### src/rtl/core/bfdm_ram.sv
// Generic simple dual-port RAM, one write and one registered read port.
// No dependencies.
`default_nettype none
module bfdm_ram #(
   parameter int WIDTH = 8,
   parameter int DEPTH = 256
) (
   input  wire logic                     clock,
   input  wire logic                     we,
   input  wire logic [$clog2(DEPTH)-1:0] waddr,
   input  wire logic [WIDTH-1:0]         wdata,
   input  wire logic                     re,
   input  wire logic [$clog2(DEPTH)-1:0] raddr,
   output logic      [WIDTH-1:0]         rdata
);
   logic [WIDTH-1:0] mem_ff [DEPTH];

   always_ff @(posedge clock) begin
      if (we) begin
         mem_ff[waddr] <= wdata;
      end
      if (re) begin
         rdata <= mem_ff[raddr];
      end
   end
endmodule
`default_nettype wire

### config.mk
export PLATFORM = sky130hd
export DESIGN_NAME = bfdm_ram
export DESIGN_NICKNAME = d
export VERILOG_FILES = /design/src/rtl/core/bfdm_ram.sv
export SDC_FILE = /design/constraint.sdc
export NUM_CORES = 2
export LEC_CHECK = 0
export ABC_AREA = 1
export ABC_CLOCK_PERIOD_IN_PS = 2100
export BUFFER_PORTS_ARGS = -buffer_cell sky130_fd_sc_hd__buf_2
export CAP_MARGIN = 20
export CORE_MARGIN = 10
export CORE_UTILIZATION = 30
export CTS_CLUSTER_SIZE = 20
export DETAILED_ROUTE_END_ITERATION = 10
export GPL_ROUTABILITY_DRIVEN = 1
export HOLD_SLACK_MARGIN = 0.02
export SYNTH_ARGS = -nofsm -noshare
export SYNTH_HDL_FRONTEND = slang
export SYNTH_SLANG_ARGS = --single-unit
### constraint.sdc
create_clock -name clock -period 2.1 [get_ports clock]
set_input_delay 0.63 -clock clock [delete_from_list [all_inputs] [get_ports clock]]
set_output_delay 0.63 -clock clock [all_outputs]
set_load 0.02 [all_outputs]
=== Yosys cells after proc, flatten, opt, wreduce, memory -nomap -nowiden ===
Memories as Yosys holds them, arrays and structs flattened. A register that Yosys moved wholly into a read port is not among the register bits.
Cells that the tools add are included.

* Memories: 1
* Bits in registers: 0
* Input port bits: 27
* Output and inout port bits: 8
* RAM bits: 2048
* Word-level logic and storage cells: 3

* Multiplexer cells: 2

{| class="wikitable"
|+ Memories
! memory !! words !! width !! rd ports !! clocked after memory_dff !! write ports !! RTL line !! text
|-
| mem_ff || 256 || 8 || 1 || 1 || 1 || 16 || <nowiki>logic [WIDTH-1:0] mem_ff [DEPTH];</nowiki>
|}

{| class="wikitable"
|+ Operators by type and width
! operator !! count
|-
| 2-to-1 mux 1 bit || 2
|}

=== Logic depth before layout (Yosys ltp) ===
* Depth after elaboration: 2
* Mapped depth: 15
* Gate-level depth less buffers: 11

=== Worst setup path before layout ===
Ideal clock, no wire load.

* Path type: input to register
* From: input port we
* To: memory mem_ff[162][0], enable pin
* Data arrival time: 1.751 ns
* Stages on the path: 4
* Required time: 1.730 ns
* Slack: -0.021 ns
* Buffers on the path: 2
* Library setup time: 0.370 ns
* Cells stage by stage: clkbuf_1 -> nand3_1 -> clkbuf_1 -> nor2_1

* Cells in the longest elaborated chain, start to end: 2

{| class="wikitable"
|+ Ends and longest elaborated chain
! element !! RTL line !! text
|-
| start, declared || 9 || <nowiki>input wire logic we,</nowiki>
|-
| 2-to-1 mux 1 bit || 19 || <nowiki>if (we) begin</nowiki>
|-
| 2-to-1 mux 1 bit (not written as such) || 20 || <nowiki>mem_ff[waddr] <= wdata;</nowiki>
|-
| end, declared || 16 ||
|}

Every way passes these cells.

=== Worst setup path in the final report ===
* From: register rdata[3], read port of mem_ff
* To: output port rdata[3]

{| class="wikitable"
|+ RTL lines
! element !! RTL line !! text
|-
| start, declared || 14 || <nowiki>output logic [WIDTH-1:0] rdata</nowiki>
|}

No word-level cell between the ends.

==> summary.md <==
| Metric | Value |
|---|---|
| CP startpoint kind | flop |
| Final Cycle Share | 105% |
| WP depth | 1 |
| Number of synthesis warnings | 0 |
| Setup slack, reg-to-reg | 130 ps |
| Placer Congestion | 0.881 |
| Total of max-cap violations | 0 |
| Launch point of the worst path | rdata[3] |
| Pre-antenna DRT Iters | 6 |
| XOR/XNOR Fraction of Synth Area | 0% |
| Clock Tree Buf Depth | 3 |
| Cell Count, Final, Fillers Out | 11400 |
| Port bufs | 34 |
| GRT overflow | 0 |
| Initial Utilization | 30.2% |
| Final min period | 2200 ps |
| Number of cell rows | 193 |
| Max VDD drop | 0.728 mV |
| Critical Path AT | 1570 ps |
| Req. time, crit path | 1470 ps |
| CTS sink cnt | 2056 |
| Post-Synth Adder-Cell Area | 0% |
| Drt wl/cell | 21.4 um |
| CP bufs+invs | 1 |
| Reg2Reg Depth | 10 |
| Commonest non-fill, non-tap cells in the layout | nand2_1 (2111), edfxtp_1 (2056), nand3_1 (1991) |
| CTS tree | done |
| Root Buffer | clkbuf_16 |
| Setup crit end | rdata[3] |
| Post-Syn Instances | 7003 |
| Area occupied by multi-input gates | 19400 um2 |
| Leakage power | 0.0357 uW |
| Half-perimeter wire length after placement | 152 mm |
| Critical R2R Capture | rdata[7] |
| Hold WC Path Type | in -> reg |
| Failing checks | negative setup slack |
| P per Cell Area | 875 nW/um2 |
| Worst-margin pin slew | 1160 ps |
| Fill cells | 26600 |
| Worst skew pair latency | 850 ps |
| I/O Pins | 35 |
| Highest clock rate | 454 MHz |
| CP Cell Sequence | buf_6 |
| CTS buffer count | 200 |
| H-tree Lvls | 4 |
| Critical path's slowest cell | edfxtp_1 |
| Global-route wire length before repair | 360 mm |
| Vias in the first global route | 55200 |
| First DRT Iteration DRCs | 6000 |
| Delay-heaviest family, CP | flip-flops |
| Syn_nets | 7030 |
| RSZ-0062 raised after global routing | true |
| CP Class | reg -> out |
| Relative slew slack | 22.6% |
| Core ar. | 277000 um2 |
| Most common cell after layout, fill and taps aside | nand2_1 |
| Unique masters post-synth | 13 |
| WL final | 243 mm |
| Final ANT Viol Nets | 0 |
| Largest family of logic cells by synthesized area | simple AND/OR/NAND/NOR gates |
| DRC Markers | 0 |
| Post-Syn Area | 83500 um2 |
| Die Height | 548 um |
| Outcome | finished with violations |
| GRT Util Overall | 15.6% |
| Area share of and/or/nand/nor cells after synthesis | 22.9% |
| Final Power | 88100 uW |
| Clock Skew | 40.7 ps |
| #FFs+latches synth | 2056 |
| DIE AREA | 300000 um2 |
| Mux cell area share after synthesis | 0% |
| Largest net degree at the start of global routing | 77 |
| Fin. Hold Viols | 0 |
| Syn Area/Cell | 11.9 um2 |
| Placed cell count | 11000 |
| Via density | 5.00 |
| Final Hold Slack | 159 ps |
| Sequential Area | 61700 um2 |
| Share of layout cells above drive strength 1 | 14.5% |
| Total number of vias | 56800 |
| Reg-to-reg critical path startpoint | mem_ff[231][7] |
| # setup viols final | 8 |
| Layout Area Growth over Synthesis | 20.7% |
| Final Net Count | 7519 |
| Die span in x | 548 um |
| CP max FO | 1 |
| CP Capture Type | output port |
| Post-synthesis compound-gate area fraction | 0% |
| Critical path's largest stage delay | 520 ps |
| Fin. max-slew vios | 0 |
| Setup ws final | -101 ps |
| Initial antenna violation count | 11 |
| Clock slew at reported path FFs | 60 ps |
| Post-CTS Hold Buffers | 0 |
| Seq/Total Area, Yosys | 74.0% |
[synthesized netlist by cell type]
cell type | count | area share (%)
buf_2 | 268 | 1.6
buf_6 | 16 | 0.22
clkbuf_1 | 112 | 0.50
edfxtp_1 | 2056 | 74
buf_4 | 46 | 0.41
nand2_1 | 2123 | 9.5
buf_8 | 1 | 0.018
nor2_1 | 283 | 1.3
buf_1 | 40 | 0.18
nand3_1 | 2019 | 12
inv_2 | 2 | 0.0090
inv_4 | 1 | 0.0075
inv_1 | 36 | 0.16
[repair_timing]
action,in CTS,in global routing
endpoints found under the setup margin,14,16
gates resized for setup,34,33
cloned,2,2
pin swaps,0,2
setup buffers,2,4
[power breakdown]
| group | internal [uW] | leakage [uW] | total, uW | switching, uW |
|---|---|---|---|---|
| combinational | 1940 | 0.0140 | 6160 | 4220 |
| clock | 21000 | 0.00324 | 36700 | 15700 |
| sequential | 45200 | 0.0185 | 45300 | 46.3 |
[cell families (layout without fill, tap and decap cells)]
logic type             Yosys count  after routing
AND/OR/NAND/NOR               4425           4425
flip-flops                    2056           2056
other                            0              7
buffers and inverters          522           1179
[registers in the layout, indices dropped and copies added, names as in the netlist]
name    cells
mem_ff   2048
rdata       8
[how the worst min path moves through the flow]
stage / startpoint / to / slack [ps] / cells past startpoint
finish: wdata[1] / mem_ff[9][1] / 160 / 1
detailed placement: wdata[1] / mem_ff[73][1] / 1020 / 1
CTS: wdata[1] / mem_ff[26][1] / 100 / 1
floorplan: wdata[0] / mem_ff[0][0] / 730 / 0
global placement: wdata[1] / mem_ff[72][1] / 1010 / 1
global route: wdata[1] / mem_ff[77][1] / 120 / 1
[per-stage QoR]
step | utilization (%) | setup TNS [ps] | setup slack, ps | cell area, um2
after floorplan | - | -3330 | -21.5 | 83500
after global placement | 33.8 | -48550 | -1150 | 93500
after detailed placement | 33.8 | -60110 | -1120 | 93500
after CTS | 36.3 | -926 | -154 | 100000
after global routing | 36.4 | -665 | -137 | 101000
final | 36.4 | -370 | -101 | 101000
[area by class of cell]
cell class	count	share of cell area (%)
flip-flops and latches	2056	61.3
well taps	3705	4.60
clock inverters	137	1.50
inverters	39	0.179
clock buffers	233	5.13
multi-input cells	4425	19.2
diodes	7	0.0174
repair buffers	770	8.06
[layer usage]
| metal | track usage, % | up-vias | wire [um] |
|---|---|---|---|
| met3 | 2.21 | 449 | 18600 |
| li1 | - | 25900 | - |
| met1 | 20.8 | 28000 | 98800 |
| met2 | 25.4 | 2444 | 115000 |
| met5 | 0 | - | 0 |
| met4 | 6.74 | 0 | 10900 |
No activity file was read; power rests on OpenSTA's default activity.
