==> config.mk <==
export PLATFORM = sky130hd
export DESIGN_NAME = bfdm_cell
export DESIGN_NICKNAME = d
export VERILOG_FILES = /design/src/rtl/core/bfdm_pkg.sv /design/src/rtl/core/bfdm_cell.sv
export SDC_FILE = /design/constraint.sdc
export NUM_CORES = 1
export LEC_CHECK = 0
export BUFFER_PORTS_ARGS = -buffer_cell sky130_fd_sc_hd__buf_4
export CORE_ASPECT_RATIO = 1.2
export CORE_MARGIN = 4
export CORE_UTILIZATION = 44
export CTS_CLUSTER_DIAMETER = 40
export DETAILED_ROUTE_END_ITERATION = 6
export GPL_TIMING_DRIVEN = 0
export PLACE_DENSITY = 0.81
export SLEW_MARGIN = 5
export SYNTH_ARGS = -nofsm -noshare
export SYNTH_HDL_FRONTEND = slang
export SYNTH_SLANG_ARGS = --single-unit
==> constraint.sdc <==
create_clock -name clock -period 1.95 [get_ports clock]
set_input_delay 0.0975 -clock clock [delete_from_list [all_inputs] [get_ports clock]]
set_output_delay 0.0975 -clock clock [all_outputs]
set_load 0.02 [all_outputs]
==> src/rtl/core/bfdm_pkg.sv <==
// Package for the brute-force descriptor matcher: sizes, CSR indexes and
// widths shared by the interfaces, the cell chain and the top level. No dependencies.
`default_nettype none
package bfdm_pkg;
   localparam int NUM_REFS  = 64;
   localparam int MAX_DIM   = 128;
   localparam int ELEM_W    = 8;
   localparam int SLOT_W    = 6;
   localparam int POS_W     = 7;
   localparam int ADDR_W    = SLOT_W + POS_W;
   localparam int DIST_W    = 23;
   localparam int THR_W     = 24;
   localparam int COUNT_W   = 7;
   localparam int LEN_W     = 8;
   localparam int CSR_IDX_W = 2;

   localparam logic [DIST_W-1:0]  DIST_MAX      = '1;
   localparam logic [COUNT_W-1:0] REFS_LIMIT    = COUNT_W'(NUM_REFS);
   localparam logic [LEN_W-1:0]   LEN_LIMIT     = LEN_W'(MAX_DIM);
   localparam logic [SLOT_W-1:0]  LAST_SLOT     = SLOT_W'(NUM_REFS - 1);

   localparam logic [CSR_IDX_W-1:0] CSR_THRESHOLD = 2'd0;
   localparam logic [CSR_IDX_W-1:0] CSR_REF_COUNT = 2'd1;
   localparam logic [CSR_IDX_W-1:0] CSR_DESC_LEN  = 2'd2;

   localparam logic MODE_LOAD  = 1'b0;
   localparam logic MODE_QUERY = 1'b1;
endpackage
`default_nettype wire

==> src/rtl/core/bfdm_cell.sv <==
// One partial-distance cell of the ring; shifts toward its neighbor on enable.
// Depends on bfdm_pkg.
`default_nettype none
module bfdm_cell (
   input  wire logic                        clock,
   input  wire logic                        reset,
   input  wire logic                        shift_en,
   input  wire logic [bfdm_pkg::DIST_W-1:0] d_in,
   output logic      [bfdm_pkg::DIST_W-1:0] q
);
   logic [bfdm_pkg::DIST_W-1:0] dist_ff;

   always_ff @(posedge clock) begin
      if (reset) begin
         dist_ff <= '0;
      end else if (shift_en) begin
         dist_ff <= d_in;
      end
   end

   assign q = dist_ff;
endmodule
`default_nettype wire

# After elaboration in Yosys (flattened, before gate mapping)
# Cells that the tools add are included.
[totals] register_bits=23 inputBits=26 wordCells=1

# Longest topological paths before layout
# Gate-level depths: netlist (run 1).
[logic_depth] ltp_word=0 ltp_mapped=4

# Least setup slack after synthesis (run 1)
# Ideal clock, no wire load.
[synth_path] path_type="input to register" start="input port shift_en" end="register dist_ff (netlist bit q[10])" setup_ns=0.128 arrival_time_ns=0.554 required_time_ns=1.822 setup_slack_ns=1.269 path_stages=4 path_cell_list="buf_6 -> buf_12 -> mux2i_1 -> nor2_1"
[synth_lines] element="start: declaration" line="bfdm_cell.sv:7" text="input wire logic shift_en,"
[synth_lines] element="end signal: assignment" line="bfdm_cell.sv:17" text="dist_ff <= d_in;"
[synth_lines] element="end: declaration" line="bfdm_cell.sv:11" text="logic [bfdm_pkg::DIST_W-1:0] dist_ff;"

# Final worst setup path (run 1)
[layout_path] start="input port reset" end="register dist_ff (netlist bit q[2])"
[layout_lines] element="start: declaration" line="bfdm_cell.sv:6" text="input wire logic reset,"
# No word-level cell between the ends.

==> metrics.txt, run 1 <==
largest net degree at the start of global routing=14; max_slew headroom=72.3%; WL per Instance=12.0 um; Critical Path End Type=register; Worst EP required=2.13 ns; critical hold path startpoint=d_in[11]; Max-cap violations=0; DR pass1 iterations=4; Initial Util=45.7%; final-report setup violation count=0; Layout Cells excl Fill=145; main combinational cell family by area after synthesis=multiplexers; Post-Route Setup TNS=0 ns; post-CTS setup buffer count=0; Max clock buf depth=2; adder-cell share of the synthesized area=0%; Reg2Reg Depth=2; final wirelength=1.74 mm; worst reg-to-reg setup slack=1.31 ns; input/output buffers=47; P&R area growth vs syn=49.6%; RR Startpoint=q[16]; Yosys reg bits=23; DRC Markers=0; complex-gate fraction of the synthesized area=0%; Synth Area in Simple Gates=10.3%; Core Footprint=0.00183 mm^2; Netlist cell types=6; final instance area=0.00125 mm^2; Final Hold Viols=0; Avg Cell Area, Syn=11.3 um^2; die area=0.00266 mm^2; gr usage total=14.6%; PostCTS Resize Cnt=0; type of the most critical hold path=input pin to register; Clock Skew=0 ns; number of buffers created by CTS=3; post-synth design cell area=836 um^2; Final WS setup=0.932 ns; Std-Cell Rows=17; NetSw=0.230 mW; Ant. Diodes=0; antenna violations before repair=0; clock-pin slew on the worst setup and hold paths=0.12 ns; Comb pwr share=20.8%; global-route wire length before repair=2.99 mm; post-route clock period utilization=52.2%; Hold Buf Count CTS=1; Power Density=726 mW/mm^2; initial DRC count=3; Max Clk Rate=983 MHz; Routability Congestion=0.631; Reg power frac=56.5%; clock root cell=clkbuf_4; # clock sinks=23; xor-xnor portion of the synthesized cell area=0%; post-DP HPWL=1.42 mm; reg2reg end=q[16]; Vias=670; Area after DPL=0.00121 mm^2; Tot Pwr=0.907 mW; critical path fanouts, max=10; minimum clock period=1.02 ns; RSZ-0062 raised after global routing=no; Skew-Pair Late Insertion Delay=0.29 ns; total gr overflow=0; fin. max-slew vios=0; io pins=49; post-synthesis mux area share=27.5%; share of post-route cells with drive strength above 1=42.9%; status=completed; Vias/cell=4.62; register area share after synthesis=55.1%; cell-internal power=0.677 mW; number of global-route vias before repair=731; VDD IR max=0.000493 V; hold-critical path depth=3; CTS tree=yes; critical path type=input pin to register; Arr. time, crit path=1.20 ns; Leakage Power=0.653 nW; Clock Power Share=22.7%; max FFs per register=23; pre-CTS setup slack=1.16 ns; Total Nets Final=153; Hold Path End=q[11]; H-tree level count=1; post-synthesis cell count=74; Worst-Margin Slew=0.415 ns; dpl cells=140; Critical Path Source Type=input pin; Die Span Y=55.7 um; Ys Warns=0; antenna-violating nets left=0; Sw Share=25.4%; Post-Syn Nets=100; Die X=47.8 um
[per-layer routing]
| layer | vias up | track usage [%] | share of wire (%) |
|---|---|---|---|
| met1 | 289 | 18.0 | 38 |
| met2 | 32 | 24.4 | 50 |
| met5 | - | 0 | 0 |
| li1 | 347 | - | - |
| met4 | 0 | 3.46 | 0.23 |
| met3 | 2 | 3.56 | 11 |
[worst max-delay path, cell delays in order]
cell	delay [ns]
dlygate4sd3_1	0.54
buf_4	0.13
clkbuf_1	0.34
nor2_1	0.09
[Yosys cell counts]
master | number | area share, %
nor2_1 | 23 | 10
buf_12 | 2 | 4.8
buf_6 | 1 | 1.3
dfxtp_1 | 23 | 55
clkbuf_1 | 2 | 0.90
mux2i_1 | 23 | 28
[layout by cell type (no fill, tap or decap)]
master         count
buf_4             47
clkbuf_4           3
clkinv_2           1
buf_12             2
buf_6              1
clkbuf_1           2
nor2_1            23
mux2i_1           23
dfxtp_1           23
dlygate4sd3_1      1
[power groups by stage]
stage | combinational (mW) | sequential [mW] | clock [mW]
after floorplan | 0.0645 | 0.556 | 0
final | 0.189 | 0.512 | 0.206
after global routing | 0.205 | 0.516 | 0.247
after global placement | 0.186 | 0.521 | 0
after detailed placement | 0.190 | 0.522 | 0
after CTS | 0.191 | 0.513 | 0.223
[through the flow]
step | util (%) | hold slack [ns]
floorplan | - | 0.170
detailed placement | 66.3 | 0.301
global placement | 66.3 | 0.294
finish | 68.3 | 0.0283
CTS | 68.3 | 0.0143
global route | 68.3 | 0.00459
[final cells by class]
class                      instances  area [um^2]
fill                             165          579
sequential                        23          460
timing repair buffer              48          363
multi-input combinational         46          317
buffer                             5         58.8
tap                               19         23.8
clock buffer                       3         22.5
clock inverter                     1         5.00
[kinds of logic after synthesis]
logic type | Yosys count
buffers and inverters | 5
flip-flops | 23
multiplexers | 23
AND/OR/NAND/NOR | 23
[worst max path at each step]
stage	startpoint	cells past startpoint	to
2_1_floorplan	shift_en	4	q[10]
3_3_place_gp	reset	3	q[1]
3_5_place_dp	reset	3	q[9]
4_1_cts	reset	4	q[9]
5_1_grt	reset	4	q[15]
6_report	reset	4	q[2]
No activity file was read; power rests on OpenSTA's default activity.
==> run 2: changes to the inputs <==
--- a/config.mk
+++ b/config.mk
@@ -8,11 +8,11 @@
 export BUFFER_PORTS_ARGS = -buffer_cell sky130_fd_sc_hd__buf_4
 export CORE_ASPECT_RATIO = 1.2
 export CORE_MARGIN = 4
-export CORE_UTILIZATION = 44
+export CORE_UTILIZATION = 37
 export CTS_CLUSTER_DIAMETER = 40
 export DETAILED_ROUTE_END_ITERATION = 6
 export GPL_TIMING_DRIVEN = 0
-export PLACE_DENSITY = 0.81
+export PLACE_DENSITY = 0.72
 export SLEW_MARGIN = 5
 export SYNTH_ARGS = -nofsm -noshare
 export SYNTH_HDL_FRONTEND = slang
==> constraint.sdc (replaced) <==
create_clock -name clock -period 0.9 [get_ports clock]
set_input_delay 0.045 -clock clock [delete_from_list [all_inputs] [get_ports clock]]
set_output_delay 0.045 -clock clock [all_outputs]
set_load 0.02 [all_outputs]
==> metrics.txt, run 2 (same netlist as run 1, synthesis figures left out) <==
max FFs per register=23 (unchanged); Die X=51.4 um (was 47.8 um); CP top delay family=flip-flops (was buffers and inverters); cell-internal power=1.54 mW (was 0.677 mW); P&R area growth vs syn=79.3% (was 49.6%); most frequent cells in the layout=buf_4, dlygate4sd3_1, mux2i_1, nor2_1, dfxtp_1 (was buf_4, mux2i_1, nor2_1, dfxtp_1, clkbuf_4); Die Span Y=60.1 um (was 55.7 um); Post-Route Setup TNS=0 ns (unchanged); slowest cell on the critical path=dfxtp_1 (was dlygate4sd3_1); minimum clock period=0.851 ns; H-tree level count=1 (unchanged); worst reg-to-reg setup slack=0.26 ns (was 1.31 ns); Initial Util=39.5% (was 45.7%); Leakage Power=0.748 nW (was 0.653 nW); CTS tree=yes (unchanged); WP depth=1 (was 4); Total Nets Final=176 (was 153); # clock sinks=23 (unchanged); hold_ws=0.0379 ns (was 0.0283 ns); Max Clk Rate=1170 MHz; critical-path cell list=buf_4 (was dlygate4sd3_1 -> buf_4 -> clkbuf_1 -> nor2_1); Core Footprint=0.00212 mm^2 (was 0.00183 mm^2); Skew-Pair Late Insertion Delay=0.30 ns (was 0.29 ns); sequential cell area=467 um^2 (was 460 um^2); Max-cap violations=0 (unchanged); Power Density=1380 mW/mm^2 (was 726 mW/mm^2); die area=0.00309 mm^2 (was 0.00266 mm^2); global-route wire length before repair=3.77 mm (was 2.99 mm); Critical path buffers and inverters=1 (was 3); Arr. time, crit path=0.81 ns (was 1.20 ns); io pins=49 (unchanged); DR pass1 iterations=3 (was 4); Critical Path End Type=primary output (was register); max incr delay on CP=0.36 ns (was 0.54 ns); largest net degree at the start of global routing=13 (was 14); Reg power frac=53.8% (was 56.5%); Ant. Diodes=0 (unchanged); clock-pin slew on the worst setup and hold paths=0.12 ns (about the same); Worst-Margin Slew=0.424 ns (was 0.415 ns); post-DP HPWL=1.40 mm (was 1.42 mm); status=completed (unchanged); critical path fanouts, max=2 (was 10); Comb pwr share=24.1% (was 20.8%); antenna violations before repair=0 (unchanged); Reg2Reg Depth=2 (unchanged); antenna-violating nets left=0 (unchanged); Vias/cell=4.34 (was 4.62); NetSw=0.525 mW (was 0.230 mW); FILL cells=171 (was 165); commonest non-fill, non-tap cell in the layout=buf_4 (unchanged); Worst EP required=0.85 ns (was 2.13 ns); total gr overflow=0 (unchanged); WL per Instance=12.6 um (was 12.0 um); multi-input logic area=317 um^2 (unchanged); Max clock buf depth=2 (unchanged); Critical Path Source Type=register (was input pin); share of post-route cells with drive strength above 1=38.9% (was 42.9%); number of buffers created by CTS=3 (unchanged); Clock Skew=0 ns (unchanged); max_slew headroom=71.7% (was 72.3%); gr usage total=16.1% (was 14.6%); final wirelength=2.26 mm (was 1.74 mm); RR Startpoint=q[16] (unchanged); Clock Power Share=22.1% (was 22.7%); Tot Pwr=2.07 mW (was 0.907 mW); Vias=777 (was 670); input/output buffers=47 (unchanged); CP Launch Point=q[7] (was reset); Final Hold Viols=0 (unchanged); reg2reg end=q[16] (unchanged); fin. max-slew vios=0 (unchanged); critical path type=register to primary output (was input pin to register); clock root cell=clkbuf_4 (unchanged); DRC Markers=0 (unchanged); Critical Path Sink=q[7] (was q[2]); VDD IR max=0.000876 V (was 0.000493 V); post-route clock period utilization=94.6%; initial DRC count=9 (was 3); Routability Congestion=0.591 (was 0.631); number of global-route vias before repair=844 (was 731); Std-Cell Rows=18 (was 17); type of the most critical hold path=input pin to register (unchanged); RSZ-0062 raised after global routing=no (unchanged); Sw Share=25.4% (about the same); final-report setup violation count=0 (unchanged)
-- run 2: cell types whose count changed in the layout (fill, tap and decap cells not counted) --
cell,previous run,this run
dlygate4sd3_1,1,24
clkbuf_1,2,3
dfxtp_2,0,5
dfxtp_1,23,18
clkinv_2,1,0
-- run 2: final cells by class --
| cell class | instances | area share, % |
|---|---|---|
| Timing Repair Buffer | 71 | 39.6 |
| Sequential cell | 23 | 31.1 |
| Multi-Input combinational cell | 46 | 21.1 |
| Buffer | 5 | 3.92 |
| Tap cell | 30 | 2.50 |
| Clock buffer | 4 | 1.75 |
-- run 2: how the worst min path moves through the flow --
stage | start | endpoint | slack, ns | cells past startpoint
after global routing | shift_en | q[20] | 0.03 | 3
after global placement | reset | q[0] | 0.24 | 2
final | shift_en | q[20] | 0.04 | 3
after floorplan | reset | q[0] | 0.12 | 1
after CTS | shift_en | q[0] | 0.03 | 3
after detailed placement | reset | q[0] | 0.25 | 2
-- run 2: worst min-delay path: stages --
cell     delay, ns
buf_6         0.11
mux2i_1       0.07
nor2_1        0.07
-- run 2: layer usage --
metal	track usage, %	vias up	part of all wire (%)
met2	30.7	43	49
met3	3.74	2	10
met4	5.62	0	0.53
li1	-	391	-
met1	17.0	341	40
met5	0	-	0
-- run 2: timing repair --
item / in CTS / in global routing
setup buffers: 0 / 0
hold buffers: 24 / 0
setup endpoints to repair: 0 / 5
resized for setup: 0 / 5
hold endpoints to repair: 23 / 0
-- run 2: power groups by stage --
stage | Clock, mW | Sequential, mW | Combinational [mW]
3_5_place_dp | 0 | 1.13 | 0.412
5_1_grt | 0.529 | 1.12 | 0.534
3_3_place_gp | 0 | 1.13 | 0.405
6_report | 0.456 | 1.11 | 0.499
4_1_cts | 0.478 | 1.11 | 0.495
2_1_floorplan | 0 | 1.20 | 0.140
-- run 2: through the flow --
stage	cells	worst slack, ns	instance area [um^2]	utilization [%]
floorplan	74	0.246	836	-
global placement	151	0.160	1230	57.9
detailed placement	151	0.141	1230	57.9
CTS	179	0.0365	1490	70.5
global route	179	0.00124	1500	70.8
finish	179	0.0485	1500	70.8
==> run 3: changes to the inputs <==
--- a/config.mk
+++ b/config.mk
@@ -8,11 +8,12 @@
 export BUFFER_PORTS_ARGS = -buffer_cell sky130_fd_sc_hd__buf_4
 export CORE_ASPECT_RATIO = 1.2
 export CORE_MARGIN = 4
-export CORE_UTILIZATION = 37
+export CORE_UTILIZATION = 44
 export CTS_CLUSTER_DIAMETER = 40
 export DETAILED_ROUTE_END_ITERATION = 6
 export GPL_TIMING_DRIVEN = 0
-export PLACE_DENSITY = 0.72
+export PLACE_DENSITY = 0.81
+export REMOVE_ABC_BUFFERS = 1
 export SLEW_MARGIN = 5
 export SYNTH_ARGS = -nofsm -noshare
 export SYNTH_HDL_FRONTEND = slang
==> constraint.sdc (replaced) <==
create_clock -name clock -period 1 [get_ports clock]
set_input_delay 0.05 -clock clock [delete_from_list [all_inputs] [get_ports clock]]
set_output_delay 0.05 -clock clock [all_outputs]
set_load 0.02 [all_outputs]
==> metrics.txt, run 3 (same netlist as run 1, synthesis figures left out) <==
Total Nets Final=170 (was 176); critical path fanouts, max=2 (unchanged); DRC Markers=0 (unchanged); max_slew headroom=74.5% (was 71.7%); Initial Util=45.7% (was 39.5%); minimum clock period=0.861 ns; RSZ-0062 raised after global routing=no (unchanged); Reg power frac=54.8% (was 53.8%); io pins=49 (unchanged); P&R area growth vs syn=68.6% (was 79.3%); Die X=47.8 um (was 51.4 um); max FFs per register=23 (unchanged); critical-path cell list=buf_4 (unchanged); antenna-violating nets left=0 (unchanged); global-route wire length before repair=3.30 mm (was 3.77 mm); Vias/cell=4.73 (was 4.34); VDD IR max=0.00105 V (was 0.000876 V); post-DP HPWL=1.42 mm (was 1.40 mm); Worst-Margin Slew=0.382 ns (was 0.424 ns); largest net degree at the start of global routing=24 (was 13); CP top delay family=flip-flops (unchanged); cell-internal power=1.36 mW (was 1.54 mW); # clock sinks=23 (unchanged); Clock Power Share=22.2% (was 22.1%); clock root cell=clkbuf_4 (unchanged); CTS tree=yes (unchanged); hold_ws=-0.00790 ns (was 0.0379 ns); pre-CTS setup slack=0.158 ns (was 0.141 ns); Comb pwr share=23.1% (was 24.1%); Worst EP required=0.95 ns (was 0.85 ns); commonest non-fill, non-tap cell in the layout=buf_4 (unchanged); post-CTS setup buffer count=0 (unchanged); Final WS setup=0.139 ns (was 0.0485 ns); Critical path buffers and inverters=1 (unchanged); Die Span Y=55.7 um (was 60.1 um); Max-cap violations=0 (unchanged); fin. max-slew vios=0 (unchanged); number of buffers created by CTS=3 (unchanged); gr usage total=17.0% (was 16.1%); Vias=767 (was 777); violated checks=hold timing; Final Hold Viols=1 (was 0); total gr overflow=0 (unchanged); slowest cell on the critical path=dfxtp_1 (unchanged); type of the most critical hold path=input pin to register (unchanged); DR pass1 iterations=4 (was 3); NetSw=0.468 mW (was 0.525 mW); final-report setup violation count=0 (unchanged); most frequent cells in the layout=buf_4, mux2i_1, nor2_1, dfxtp_1, dlygate4sd3_1 (was buf_4, dlygate4sd3_1, mux2i_1, nor2_1, dfxtp_1); final wirelength=2.23 mm (was 2.26 mm); critical path type=register to primary output (unchanged); Leakage Power=0.718 nW (was 0.748 nW); Sw Share=25.7% (was 25.4%); Ant. Diodes=0 (unchanged); Std-Cell Rows=17 (was 18); Arr. time, crit path=0.81 ns (about the same); status=complete, but fails checks (was completed); PostCTS Resize Cnt=0 (unchanged); clock-pin slew on the worst setup and hold paths=0.12 ns (about the same); Clock Skew=0 ns (unchanged); Power Density=1290 mW/mm^2 (was 1380 mW/mm^2); die area=0.00266 mm^2 (was 0.00309 mm^2); initial DRC count=3 (was 9); Critical Path Source Type=register (unchanged); Max clock buf depth=2 (unchanged); WL per Instance=13.8 um (was 12.6 um); Max Clk Rate=1160 MHz; Critical Path End Type=primary output (unchanged); antenna violations before repair=0 (unchanged); H-tree level count=1 (unchanged); share of post-route cells with drive strength above 1=36.4% (was 38.9%); Skew-Pair Late Insertion Delay=0.30 ns (about the same); input/output buffers=48 (was 47); Routability Congestion=0.651 (was 0.591); max incr delay on CP=0.36 ns (about the same); post-route clock period utilization=86.1%; number of global-route vias before repair=766 (was 844); FILL cells=126 (was 171); Core Footprint=0.00183 mm^2 (was 0.00212 mm^2); Post-Route Setup TNS=0 ns (unchanged)
==> run 3: cell count changes in the layout (fill, tap and decap cells not counted) <==
cell and change:
dlygate4sd3_1 -2, clkinv_2 +1, dfxtp_2 -5, buf_6 -1, clkbuf_1 -3, dfxtp_1 +5
buf_4 +1, buf_12 -2
==> run 3: metal layers <==
layer | GRT usage [%] | wire length (um) | up-vias
li1 | - | - | 382
met1 | 18.3 | 844 | 353
met2 | 29.5 | 1190 | 30
met3 | 2.59 | 171 | 2
met4 | 8.85 | 27 | 0
met5 | 0 | 0 | -
==> run 3: what timing repair did <==
action	CTS	global route
setup endpoints to repair	0	0
endpoints found under the hold margin	19	3
hold buffers	19	3
==> run 3: cell type report <==
| type | count | area, um^2 | share of cell area [%] |
|---|---|---|---|
| flip-flops and latches | 23 | 460 | 32.7 |
| multi-input cells | 46 | 317 | 22.5 |
| clock inverters | 1 | 5.00 | 0.355 |
| repair buffers | 70 | 581 | 41.2 |
| clock buffers | 3 | 22.5 | 1.60 |
| well taps | 19 | 23.8 | 1.69 |
==> run 3: path summary, 6_finish.rpt <==
path	startpoint	endpoint	slack, ns	depth (start not counted)
max reg2reg	q[3]	q[3]	0.37	2
min reg2reg	q[14]	q[14]	0.51	2
min	d_in[7]	q[7]	-0.008	3
max	q[12]	q[12]	0.14	1
==> run 3: power groups by stage <==
stage,Combinational [mW],Sequential (mW),Clock [mW]
6_report,0.420,0.999,0.404
5_1_grt,0.451,1.01,0.477
4_1_cts,0.411,0.998,0.418
3_5_place_dp,0.351,1.02,0
3_3_place_gp,0.341,1.02,0
2_1_floorplan,0.0774,1.08,0
==> run 3: through the flow <==
| step | hold slack (ns) | instances | util (%) | cell area [um^2] | total power [mW] |
|---|---|---|---|---|---|
| detailed placement | 0.291 | 136 | 63.5 | 1160 | 1.37 |
| CTS | 0.000679 | 159 | 75.4 | 1380 | 1.83 |
| global placement | 0.284 | 136 | 63.5 | 1160 | 1.36 |
| finish | -0.00790 | 162 | 77.0 | 1410 | 1.82 |
| floorplan | 0.122 | 69 | - | 777 | 1.16 |
| global route | 0.0192 | 162 | 77.0 | 1410 | 1.93 |
